<file path="src/ctbt_pkg.sv">
package ctbt_pkg;

	localparam int DEF_CHANNELS      = 4;
	localparam int DEF_CALIB_SAMPLES = 20;

	localparam int CH_FIELD_W = 2;
	localparam int SAMPLE_W   = 22;
	localparam int STRENGTH_W = 17;
	localparam int SUM_W      = 27;
	localparam int CNT_W      = 5;
	localparam int PERMILLE_W = 10;
	localparam int CFG_W      = 22;
	localparam int CFG_IDX_W  = 1;

	localparam int FACTOR_W = 11;
	localparam int THR_W    = 33;
	localparam int MIX_W    = 32;
	localparam int RECIP_W  = 32;
	localparam int RPROD_W  = 64;
	localparam int RECIP_SHIFT = 41;

	// ceil(2^32 / n) gives an exact floor for a 27-bit sum and n below 32
	localparam int MEAN_SHIFT   = SUM_W + CNT_W;
	localparam int MEAN_RECIP_W = MEAN_SHIFT + 1;
	localparam int MEAN_PROD_W  = SUM_W + MEAN_RECIP_W;

	localparam int DIV_N_W   = 38;
	localparam int DIV_CNT_W = 6;
	localparam int FRAC_W    = 16;

	localparam logic [CFG_IDX_W-1:0] REG_THRESHOLD = 1'd0;
	localparam logic [CFG_IDX_W-1:0] REG_MIN_SPAN  = 1'd1;

	localparam logic KIND_CALIB   = 1'b0;
	localparam logic KIND_MEASURE = 1'b1;

	localparam logic [PERMILLE_W-1:0] RESET_PERMILLE = 10'd300;
	localparam logic [SAMPLE_W-1:0]   RESET_MIN_SPAN = 22'd20000;
	localparam logic [SAMPLE_W-1:0]   LOW_MARK_RESET = 22'd100000;
	localparam logic [STRENGTH_W-1:0] FULL_STRENGTH  = 17'd65536;

	localparam logic [FACTOR_W-1:0] PERMILLE_ONE = 11'd1000;
	localparam logic [MIX_W-1:0]    DECAY_KEEP   = 32'd995;
	localparam logic [MIX_W-1:0]    DECAY_ADD    = 32'd5;
	localparam logic [MIX_W-1:0]    SCALE_ONE    = 32'd1000;
	// ceil(2^41 / 1000), exact floor division for any 32-bit numerator
	localparam logic [RECIP_W-1:0]  RECIP_1000   = 32'd2199023256;

	typedef struct packed {
		logic capture;
		logic eval;
		logic recip;
		logic setup;
		logic commit;
	} ctbt_cmd_t;

	typedef struct packed {
		logic measure;
		logic ch_ok;
		logic calib_full;
		logic div_done;
	} ctbt_sts_t;

endpackage

</file>
<file path="src/capacitive_touch_baseline_tracker_core.sv">
// measurement request: passes the eval, recip, setup and divide states before commit;
// the divide state waits on the 38-step radix-2 divider that forms the strength quotient
// calibration request that completes averaging: eval, recip (reciprocal multiply), commit
// other calibration requests and requests for an absent channel: eval, then commit
// one request in flight; a finished result waits in the output register
// arst_n resets all channel state, the sticky flag, configuration and control state
module capacitive_touch_baseline_tracker_core import ctbt_pkg::*; #(
	parameter int CHANNELS      = DEF_CHANNELS,
	parameter int CALIB_SAMPLES = DEF_CALIB_SAMPLES
) (
	input  logic                  clk,
	input  logic                  arst_n,
	input  logic                  cfg_write,
	input  logic [CFG_IDX_W-1:0]  cfg_index,
	input  logic [CFG_W-1:0]      cfg_data,
	input  logic                  item_valid,
	output logic                  item_stall,
	input  logic                  kind,
	input  logic [CH_FIELD_W-1:0] channel,
	input  logic [SAMPLE_W-1:0]   sample,
	output logic                  result_valid,
	input  logic                  result_stall,
	output logic                  touched,
	output logic                  any_touch,
	output logic [STRENGTH_W-1:0] strength_q16,
	output logic [SAMPLE_W-1:0]   low_seen,
	output logic [SAMPLE_W-1:0]   high_seen,
	output logic [SAMPLE_W-1:0]   baseline_now,
	output logic                  calib_done
);

	ctbt_cmd_t ctrl_cmd;
	ctbt_sts_t dp_sts;

	ctbt_ctrl u_ctrl (
		.clk          (clk),
		.arst_n       (arst_n),
		.item_valid   (item_valid),
		.item_stall   (item_stall),
		.result_valid (result_valid),
		.result_stall (result_stall),
		.sts          (dp_sts),
		.cmd          (ctrl_cmd)
	);

	ctbt_dp #(
		.CHANNELS      (CHANNELS),
		.CALIB_SAMPLES (CALIB_SAMPLES)
	) u_dp (
		.clk          (clk),
		.arst_n       (arst_n),
		.cfg_write    (cfg_write),
		.cfg_index    (cfg_index),
		.cfg_data     (cfg_data),
		.kind         (kind),
		.channel      (channel),
		.sample       (sample),
		.cmd          (ctrl_cmd),
		.sts          (dp_sts),
		.touched      (touched),
		.any_touch    (any_touch),
		.strength_q16 (strength_q16),
		.low_seen     (low_seen),
		.high_seen    (high_seen),
		.baseline_now (baseline_now),
		.calib_done   (calib_done)
	);

	a_commit_free: assert property (@(posedge clk) disable iff (!arst_n)
		ctrl_cmd.commit |-> !(result_valid && result_stall))
		else $error("result overwritten while stalled");

	a_commit_shows: assert property (@(posedge clk) disable iff (!arst_n)
		ctrl_cmd.commit |=> result_valid)
		else $error("committed result not presented");

	a_busy_after_accept: assert property (@(posedge clk) disable iff (!arst_n)
		(item_valid && !item_stall) |=> item_stall)
		else $error("second request taken while one is in flight");

	a_div_not_instant: assert property (@(posedge clk) disable iff (!arst_n)
		ctrl_cmd.setup |=> !dp_sts.div_done)
		else $error("divider finished without iterating");

	a_strength_range: assert property (@(posedge clk) disable iff (!arst_n)
		result_valid |-> (strength_q16 <= FULL_STRENGTH))
		else $error("strength beyond full scale");

endmodule

</file>
<file path="src/ctbt_div.sv">
module ctbt_div import ctbt_pkg::*; (
	input  logic                clk,
	input  logic                arst_n,
	input  logic                start,
	input  logic [DIV_N_W-1:0]  dividend,
	input  logic [SAMPLE_W-1:0] divisor,
	output logic                done,
	output logic [DIV_N_W-1:0]  quotient
);

	logic                 busy_q;
	logic                 done_q;
	logic [DIV_CNT_W-1:0] cnt_q;
	logic [SAMPLE_W-1:0]  rem_q;
	logic [DIV_N_W-1:0]   quo_q;
	logic [SAMPLE_W-1:0]  dsr_q;
	logic [SAMPLE_W:0]    trial;
	logic                 fits;

	assign trial = {rem_q, quo_q[DIV_N_W-1]};
	assign fits  = (trial >= {1'b0, dsr_q});

	always_ff @(posedge clk or negedge arst_n) begin
		if (!arst_n) begin
			busy_q <= 1'b0;
			done_q <= 1'b0;
			cnt_q  <= '0;
		end else begin
			done_q <= 1'b0;
			if (start) begin
				busy_q <= 1'b1;
				cnt_q  <= '0;
			end else if (busy_q) begin
				cnt_q <= cnt_q + DIV_CNT_W'(1);
				if (cnt_q == DIV_CNT_W'(DIV_N_W - 1)) begin
					busy_q <= 1'b0;
					done_q <= 1'b1;
				end
			end
		end
	end

	always_ff @(posedge clk) begin
		if (start) begin
			rem_q <= '0;
			quo_q <= dividend;
			dsr_q <= divisor;
		end else if (busy_q) begin
			rem_q <= fits ? SAMPLE_W'(trial - {1'b0, dsr_q}) : trial[SAMPLE_W-1:0];
			quo_q <= {quo_q[DIV_N_W-2:0], fits};
		end
	end

	assign done     = done_q;
	assign quotient = quo_q;

endmodule

</file>
<file path="src/ctbt_dp.sv">
module ctbt_dp import ctbt_pkg::*; #(
	parameter int CHANNELS      = DEF_CHANNELS,
	parameter int CALIB_SAMPLES = DEF_CALIB_SAMPLES
) (
	input  logic                  clk,
	input  logic                  arst_n,
	input  logic                  cfg_write,
	input  logic [CFG_IDX_W-1:0]  cfg_index,
	input  logic [CFG_W-1:0]      cfg_data,
	input  logic                  kind,
	input  logic [CH_FIELD_W-1:0] channel,
	input  logic [SAMPLE_W-1:0]   sample,
	input  ctbt_cmd_t             cmd,
	output ctbt_sts_t             sts,
	output logic                  touched,
	output logic                  any_touch,
	output logic [STRENGTH_W-1:0] strength_q16,
	output logic [SAMPLE_W-1:0]   low_seen,
	output logic [SAMPLE_W-1:0]   high_seen,
	output logic [SAMPLE_W-1:0]   baseline_now,
	output logic                  calib_done
);

	localparam int CH_W = (CHANNELS > 1) ? $clog2(CHANNELS) : 1;
	localparam logic [MEAN_RECIP_W-1:0] MEAN_RECIP = MEAN_RECIP_W'(
		((64'd1 << MEAN_SHIFT) + 64'(CALIB_SAMPLES) - 64'd1) / 64'(CALIB_SAMPLES));

	logic [PERMILLE_W-1:0] permille_q;
	logic [SAMPLE_W-1:0]   min_span_q;

	logic [SAMPLE_W-1:0] base_q [CHANNELS];
	logic [SAMPLE_W-1:0] low_q  [CHANNELS];
	logic [SAMPLE_W-1:0] high_q [CHANNELS];
	logic [SUM_W-1:0]    sum_q  [CHANNELS];
	logic [CNT_W-1:0]    cnt_q  [CHANNELS];
	logic                any_q;

	logic                kind_q;
	logic                ok_q;
	logic [CH_W-1:0]     ch_q;
	logic [SAMPLE_W-1:0] sample_q;

	logic [THR_W-1:0]    thr_prod_q;
	logic [MIX_W-1:0]    s_k_q;
	logic [MIX_W-1:0]    mix_q;
	logic [SUM_W-1:0]    sum_new_q;
	logic [CNT_W-1:0]    cnt_new_q;
	logic                full_q;
	logic [SAMPLE_W-1:0] low_new_q;
	logic [SAMPLE_W-1:0] high_new_q;
	logic                gt_q;
	logic                lt_q;
	logic [SAMPLE_W-1:0] recip_q;
	logic [SAMPLE_W-1:0] mean_q;
	logic [SAMPLE_W-1:0] b_new_q;

	logic                touched_q;
	logic                any_out_q;
	logic [STRENGTH_W-1:0] strength_q;
	logic [SAMPLE_W-1:0] low_out_q;
	logic [SAMPLE_W-1:0] high_out_q;
	logic [SAMPLE_W-1:0] base_out_q;
	logic                done_out_q;

	logic [SAMPLE_W-1:0] base_cur;
	logic [SAMPLE_W-1:0] low_cur;
	logic [SAMPLE_W-1:0] high_cur;
	logic [SUM_W-1:0]    sum_new;
	logic [CNT_W-1:0]    cnt_new;
	logic                calib_full;
	logic [FACTOR_W-1:0] thr_factor;
	logic [THR_W-1:0]    s_k_plus;
	logic [RPROD_W-1:0]  recip_prod;
	logic [MEAN_PROD_W-1:0] mean_prod;
	logic [SAMPLE_W-1:0] b_new;
	logic [SAMPLE_W-1:0] diff;
	logic [SAMPLE_W-1:0] span;
	logic [SAMPLE_W-1:0] span_floor;
	logic [SAMPLE_W-1:0] div_dsr;
	logic [DIV_N_W-1:0]  div_dvd;
	logic                div_done;
	logic [DIV_N_W-1:0]  div_quo;
	logic [STRENGTH_W-1:0] strength_clamped;

	assign base_cur = base_q[ch_q];
	assign low_cur  = low_q[ch_q];
	assign high_cur = high_q[ch_q];

	assign sum_new    = sum_q[ch_q] + SUM_W'(sample_q);
	assign cnt_new    = cnt_q[ch_q] + CNT_W'(1);
	assign calib_full = (cnt_new >= CNT_W'(CALIB_SAMPLES));
	assign thr_factor = PERMILLE_ONE + FACTOR_W'(permille_q);

	assign s_k_plus   = {1'b0, s_k_q} + THR_W'(SCALE_ONE);
	assign recip_prod = RPROD_W'(mix_q) * RPROD_W'(RECIP_1000);
	assign mean_prod  = MEAN_PROD_W'(sum_new_q) * MEAN_PROD_W'(MEAN_RECIP);

	always_comb begin
		b_new      = lt_q ? recip_q : base_cur;
		diff       = (sample_q > b_new) ? (sample_q - b_new) : '0;
		span       = (high_new_q > b_new) ? (high_new_q - b_new) : '0;
		span_floor = (min_span_q == '0) ? SAMPLE_W'(1) : min_span_q;
		div_dvd    = {diff, {FRAC_W{1'b0}}};
		div_dsr    = (span < span_floor) ? span_floor : span;
	end

	assign strength_clamped = (div_quo > DIV_N_W'(FULL_STRENGTH)) ? FULL_STRENGTH
		: div_quo[STRENGTH_W-1:0];

	ctbt_div u_div (
		.clk      (clk),
		.arst_n   (arst_n),
		.start    (cmd.setup),
		.dividend (div_dvd),
		.divisor  (div_dsr),
		.done     (div_done),
		.quotient (div_quo)
	);

	assign sts.measure    = (kind_q == KIND_MEASURE);
	assign sts.ch_ok      = ok_q;
	assign sts.calib_full = calib_full;
	assign sts.div_done   = div_done;

	// configuration
	always_ff @(posedge clk or negedge arst_n) begin
		if (!arst_n) begin
			permille_q <= RESET_PERMILLE;
			min_span_q <= RESET_MIN_SPAN;
		end else if (cfg_write) begin
			case (cfg_index)
				REG_THRESHOLD: permille_q <= cfg_data[PERMILLE_W-1:0];
				REG_MIN_SPAN:  min_span_q <= cfg_data[SAMPLE_W-1:0];
				default: ;
			endcase
		end
	end

	// per-request working registers
	always_ff @(posedge clk) begin
		if (cmd.capture) begin
			kind_q   <= kind;
			ok_q     <= (int'(channel) < CHANNELS);
			ch_q     <= CH_W'(channel);
			sample_q <= sample;
		end
		if (cmd.eval) begin
			thr_prod_q <= THR_W'(base_cur) * THR_W'(thr_factor);
			s_k_q      <= MIX_W'(sample_q) * SCALE_ONE;
			mix_q      <= MIX_W'(base_cur) * DECAY_KEEP + MIX_W'(sample_q) * DECAY_ADD;
			sum_new_q  <= sum_new;
			cnt_new_q  <= cnt_new;
			full_q     <= calib_full;
			low_new_q  <= (sample_q < low_cur) ? sample_q : low_cur;
			high_new_q <= (sample_q > high_cur) ? sample_q : high_cur;
		end
		if (cmd.recip) begin
			gt_q    <= (thr_prod_q < THR_W'(s_k_q));
			lt_q    <= (thr_prod_q >= s_k_plus);
			recip_q <= recip_prod[RECIP_SHIFT+SAMPLE_W-1:RECIP_SHIFT];
			mean_q  <= mean_prod[MEAN_SHIFT+SAMPLE_W-1:MEAN_SHIFT];
		end
		if (cmd.setup) begin
			b_new_q <= b_new;
		end
	end

	// channel state
	always_ff @(posedge clk or negedge arst_n) begin
		if (!arst_n) begin
			for (int i = 0; i < CHANNELS; i++) begin
				base_q[i] <= '0;
				low_q[i]  <= LOW_MARK_RESET;
				high_q[i] <= '0;
				sum_q[i]  <= '0;
				cnt_q[i]  <= '0;
			end
			any_q <= 1'b0;
		end else if (cmd.commit && ok_q) begin
			if (kind_q == KIND_MEASURE) begin
				low_q[ch_q]  <= low_new_q;
				high_q[ch_q] <= high_new_q;
				base_q[ch_q] <= b_new_q;
				if (gt_q) begin
					any_q <= 1'b1;
				end
			end else if (full_q) begin
				base_q[ch_q] <= mean_q;
				low_q[ch_q]  <= LOW_MARK_RESET;
				high_q[ch_q] <= '0;
				sum_q[ch_q]  <= '0;
				cnt_q[ch_q]  <= '0;
			end else begin
				sum_q[ch_q] <= sum_new_q;
				cnt_q[ch_q] <= cnt_new_q;
			end
		end
	end

	// result register
	always_ff @(posedge clk) begin
		if (cmd.commit) begin
			touched_q  <= 1'b0;
			any_out_q  <= any_q;
			strength_q <= '0;
			low_out_q  <= '0;
			high_out_q <= '0;
			base_out_q <= '0;
			done_out_q <= 1'b0;
			if (ok_q) begin
				if (kind_q == KIND_MEASURE) begin
					touched_q  <= gt_q;
					any_out_q  <= any_q | gt_q;
					strength_q <= strength_clamped;
					low_out_q  <= low_new_q;
					high_out_q <= high_new_q;
					base_out_q <= b_new_q;
				end else if (full_q) begin
					low_out_q  <= LOW_MARK_RESET;
					base_out_q <= mean_q;
					done_out_q <= 1'b1;
				end else begin
					low_out_q  <= low_cur;
					high_out_q <= high_cur;
					base_out_q <= base_cur;
				end
			end
		end
	end

	assign touched      = touched_q;
	assign any_touch    = any_out_q;
	assign strength_q16 = strength_q;
	assign low_seen     = low_out_q;
	assign high_seen    = high_out_q;
	assign baseline_now = base_out_q;
	assign calib_done   = done_out_q;

endmodule

</file>
<file path="src/ctbt_ctrl.sv">
module ctbt_ctrl import ctbt_pkg::*; (
	input  logic      clk,
	input  logic      arst_n,
	input  logic      item_valid,
	output logic      item_stall,
	output logic      result_valid,
	input  logic      result_stall,
	input  ctbt_sts_t sts,
	output ctbt_cmd_t cmd
);

	localparam logic [2:0] ST_IDLE   = 3'd0;
	localparam logic [2:0] ST_EVAL   = 3'd1;
	localparam logic [2:0] ST_RECIP  = 3'd2;
	localparam logic [2:0] ST_SETUP  = 3'd3;
	localparam logic [2:0] ST_DIV    = 3'd4;
	localparam logic [2:0] ST_COMMIT = 3'd5;

	logic [2:0] state_q;
	logic [2:0] state_d;
	logic       out_valid_q;

	always_comb begin
		state_d = state_q;
		cmd     = '0;
		case (state_q)
			ST_IDLE: begin
				if (item_valid) begin
					cmd.capture = 1'b1;
					state_d     = ST_EVAL;
				end
			end
			ST_EVAL: begin
				cmd.eval = 1'b1;
				if (!sts.ch_ok) begin
					state_d = ST_COMMIT;
				end else if (sts.measure || sts.calib_full) begin
					state_d = ST_RECIP;
				end else begin
					state_d = ST_COMMIT;
				end
			end
			ST_RECIP: begin
				cmd.recip = 1'b1;
				if (sts.measure) begin
					state_d = ST_SETUP;
				end else begin
					state_d = ST_COMMIT;
				end
			end
			ST_SETUP: begin
				cmd.setup = 1'b1;
				state_d   = ST_DIV;
			end
			ST_DIV: begin
				if (sts.div_done) begin
					state_d = ST_COMMIT;
				end
			end
			ST_COMMIT: begin
				if (!out_valid_q || !result_stall) begin
					cmd.commit = 1'b1;
					state_d    = ST_IDLE;
				end
			end
			default: state_d = ST_IDLE;
		endcase
	end

	always_ff @(posedge clk or negedge arst_n) begin
		if (!arst_n) begin
			state_q     <= ST_IDLE;
			out_valid_q <= 1'b0;
		end else begin
			state_q <= state_d;
			if (cmd.commit) begin
				out_valid_q <= 1'b1;
			end else if (!result_stall) begin
				out_valid_q <= 1'b0;
			end
		end
	end

	assign item_stall   = (state_q != ST_IDLE);
	assign result_valid = out_valid_q;

endmodule
</file>
<file path="config.mk">
export PLATFORM = sky130hd
export DESIGN_NAME = capacitive_touch_baseline_tracker_core
export DESIGN_NICKNAME = d
export VERILOG_FILES = /design/src/ctbt_pkg.sv /design/src/capacitive_touch_baseline_tracker_core.sv /design/src/ctbt_div.sv /design/src/ctbt_dp.sv /design/src/ctbt_ctrl.sv
export SDC_FILE = /design/constraint.sdc
export NUM_CORES = 2
export LEC_CHECK = 0
export ABC_AREA = 1
export BUFFER_PORTS_ARGS = -buffer_cell sky130_fd_sc_hd__buf_4
export CAP_MARGIN = 25
export CORE_ASPECT_RATIO = 1.2
export CORE_UTILIZATION = 59
export DETAILED_ROUTE_END_ITERATION = 10
export GPL_ROUTABILITY_DRIVEN = 0
export PLACE_DENSITY_LB_ADDON = 0.08
export SLEW_MARGIN = 0
export SYNTH_ARGS = -nofsm -noshare
export SYNTH_HDL_FRONTEND = slang
export SYNTH_SLANG_ARGS = --single-unit
export TNS_END_PERCENT = 1
</file>
<file path="constraint.sdc">
create_clock -name clk -period 13.5 [get_ports clk]
set_input_delay 3.375 -clock clk [delete_from_list [all_inputs] [get_ports clk]]
set_output_delay 3.375 -clock clk [all_outputs]
set_load 0.02 [all_outputs]
</file>
==> run_results.csv <==
group,metric,value,unit
outcome,outcome,"finished, final reports clean",
layout,drive_gt1_share,6.10,%
worst_setup_path,critPathCaptureType,"flip-flop",
detailed_routing,via_per_inst,5.72,
sta,worst_slew_pin_slew,1.11,ns
floorplanning,std_cell_rows,152,
cts,cts_buffers,92,
worst_setup_path,crit_type,"flip-flop to flip-flop",
detailed_routing,routed_wire_length_per_instance,21.9,um
cts,number_of_post_cts_setup_repair_buffers,0,
cts,clockRootBuffer,"sky130_fd_sc_hd__clkbuf_16",
sta,max_freq,132,MHz
floorplanning,dieHeight,418,um
global_route,grt_total_usage,35.3,%
layout,finish.net_count,11500,
cts,post_cts_resized,0,
sta,rsz0062_at_grt,"no",
worst_setup_path,cp-start-kind,"flip-flop",
synth,syn-cell-area,85000,sq um
cts,clock_latency,0.75,ns
sta,setup_violations,0,
placed_design,dp_hpwl,197000,um
synth,synth_commonest_cells,"sky130_fd_sc_hd__inv_1, sky130_fd_sc_hd__nand2_1, sky130_fd_sc_hd__ha_1",
synth,netlist.top_cell.by_area,"sky130_fd_sc_hd__fa_1",
synth,synth.most_common_cell,"sky130_fd_sc_hd__inv_1",
worst_hold_path,hold_path.class,"flip-flop to flip-flop",
synth,synth-edff-count,394,
placed_design,buffer_ports.inserted,140,
synth,netlist_top_cells_area,"sky130_fd_sc_hd__fa_1, sky130_fd_sc_hd__ha_1, sky130_fd_sc_hd__edfxtp_1, sky130_fd_sc_hd__dfrtp_1, sky130_fd_sc_hd__inv_1",
synth,synth.distinct_cells,64,
synth,synth_top_cell_area_share,20.9,%
synth,ys_warn_count,0,
sta,min_period,7.56,ns
global_route,overflow,0,
detailed_routing,drt_iter0_drc,5959,
worst_setup_path,crit_required,13.99,ns
detailed_routing,remaining_drc_errors,0,
worst_setup_path,path_max_fanout,37,
floorplanning,chipWidth,349,um
floorplanning,floorplan.initialDensity,59.4,%
cts,sink_count,869,
floorplanning,core_area,143000,sq um
sta,timing.final.crit_share,56.0,%
global_route,maximum_number_of_pins_on_one_net_before_global_route_repair,154,
synth,seq_area_frac_synth,27.7,%
cts,clkSlewWorstSetupHoldPaths,0.07,ns
cts,cts_tree,"built",
layout,stdcell_area,91700,sq um
detailed_routing,ant_nets,0,
sta,final-max-slew-violation-count,0,
sta,timing_hold_violations_final,0,
synth,dominantRegCellSynth,"sky130_fd_sc_hd__dfrtp_1",
cts,postCtsHoldBufs,0,
detailed_routing,wl,252000,um
synth,avgSynthCellArea,9.06,sq um
synth,synth_async_sr_flop_share,50.3,%
layout,final_util,64.1,%
synth,synth_fp_nets,11400,
placed_design,placed_cell_area,88400,sq um
detailed_routing,via_count,66000,
cts,cts_max_level,3,
sta,finalClockSkew,0.0454,ns
floorplanning,die-area,146000,sq um
sta,slew-limit-headroom,25.4,%
global_route,antenna_found_initial,9,
floorplanning,boundaryPins,141,
sta,holdWs,0.465,ns
sta,tns,0,ns
layout,area_growth_syn_to_layout,7.85,%
synth,synth_seq_cells,869,
worst_setup_path,cp.arrival,8.05,ns
job,maxCapViolations,0,
synth,post_synth_inst_count,9381,
global_route,grt_pass1_wl,389000,um
global_route,vias_in_the_first_global_route,67400,
detailed_routing,first_pass_iteration_count_of_the_detailed_router,7,
cts,cts-root-to-sink-buffers,3,
worst_setup_path,r2r_slack,5.94,ns
==> worst paths after layout <==
path | start | to | cells past startpoint
min reg2reg | u_dp.u_div.quotient[15] | u_dp.u_div.quotient[15] | 2
min | u_dp.u_div.quotient[15] | u_dp.u_div.quotient[15] | 2
max reg2reg | u_dp.ch_q[0] | u_dp.mix_q[25] | 21
max | u_dp.ch_q[0] | u_dp.mix_q[25] | 21
max in group asynchronous | arst_n | u_dp.sum_q[31] | 3
min in group asynchronous | arst_n | u_dp.high_q[16] | 1
==> cell families after synthesis <==
family | count (synthesis) | share of synthesized area, %
simple gates | 2401 | 11.5
xor+xnor | 234 | 2.41
flops | 869 | 27.7
fa+ha+maj | 1947 | 36.5
mux | 73 | 0.967
buf+inv | 2290 | 10.3
compound gates | 1567 | 10.6
==> area by class of cell <==
cell class	instances	area [sq um]
inverter	2094	7860
sequential	869	23600
tap	1925	2410
multi-input combinational	6222	52800
clock buffer	129	2670
timing repair buffer	248	1900
antenna	5	12.5
fill	12100	51300
clock inverter	41	488
==> metal layers <==
metal	vias to the layer above	routed length (um)	GRT usage, %	part of all wire, %
li1	30300	-	-	-
met1	32300	98400	44.6	39
met2	2730	115000	56.0	46
met3	665	22100	7.88	8.8
met4	8	16300	19.8	6.5
met5	-	89	0	0.035
==> layout by cell type, fill, tap and decap left out, drive strengths merged, types with 38 or more instances in the layout <==
cell and instances:
inv 2100, nand2 1457, ha 1059, fa 888, o21ai 622, nor2 550, a21oi 474, dfrtp 404
edfxtp 394, buf 242, nand3 173, xor2 154, clkbuf 135, o21a 106, o22ai 83, xnor2 80
nor3 74, mux2 73, nand4 64, a21o 50, a22oi 40, a31oi 38, dfxtp 38, nor4 38
==> worst max-delay path, stage by stage (launching register included) <==
cell,delay (ns)
sky130_fd_sc_hd__edfxtp_1,0.50
sky130_fd_sc_hd__nand2_4,0.46
sky130_fd_sc_hd__buf_4,0.51
sky130_fd_sc_hd__inv_2,0.04
sky130_fd_sc_hd__buf_4,0.31
sky130_fd_sc_hd__a21oi_1,0.24
sky130_fd_sc_hd__o21a_1,0.43
sky130_fd_sc_hd__inv_2,0.29
sky130_fd_sc_hd__fa_1,0.54
sky130_fd_sc_hd__fa_1,0.50
sky130_fd_sc_hd__inv_1,0.06
sky130_fd_sc_hd__fa_1,0.52
sky130_fd_sc_hd__fa_1,0.55
sky130_fd_sc_hd__inv_1,0.05
sky130_fd_sc_hd__fa_1,0.47
sky130_fd_sc_hd__ha_1,0.35
sky130_fd_sc_hd__nand2_1,0.14
sky130_fd_sc_hd__nor4_1,0.51
sky130_fd_sc_hd__nand3_1,0.14
sky130_fd_sc_hd__o21ai_0,0.31
sky130_fd_sc_hd__a21oi_1,0.13
sky130_fd_sc_hd__xnor2_1,0.15
==> through the flow <==
| stage | setup WS, ns | instances |
|---|---|---|
| 6_report | 5.94 | 11500 |
| 5_1_grt | 5.64 | 11500 |
| 4_1_cts | 6.05 | 11500 |
| 3_5_place_dp | 6.05 | 11400 |
| 3_3_place_gp | 6.23 | 11300 |
| 2_1_floorplan | 0.181 | 9381 |
==> sequential cells by signal, indices dropped and copies added (netlist names), 22 cells and up <==
name,cells
u_dp.s_k_q,29
u_dp.b_new_q,22
u_dp.low_q,88
u_dp.recip_q,22
u_dp.low_seen,22
u_dp.u_div.dsr_q,22
u_dp.low_new_q,22
u_dp.min_span_q,22
u_dp.mix_q,32
u_dp.u_div.rem_q,22
u_dp.high_seen,22
u_dp.thr_prod_q,33
u_dp.sample_q,22
u_dp.base_q,88
u_dp.baseline_now,22
u_dp.u_div.quotient,38
u_dp.sum_new_q,27
u_dp.high_q,88
u_dp.mean_q,22
u_dp.sum_q,108
u_dp.high_new_q,22
Power is not shown: default switching activity piles up to over one toggle a cycle in this logic, so the estimate is an artifact.
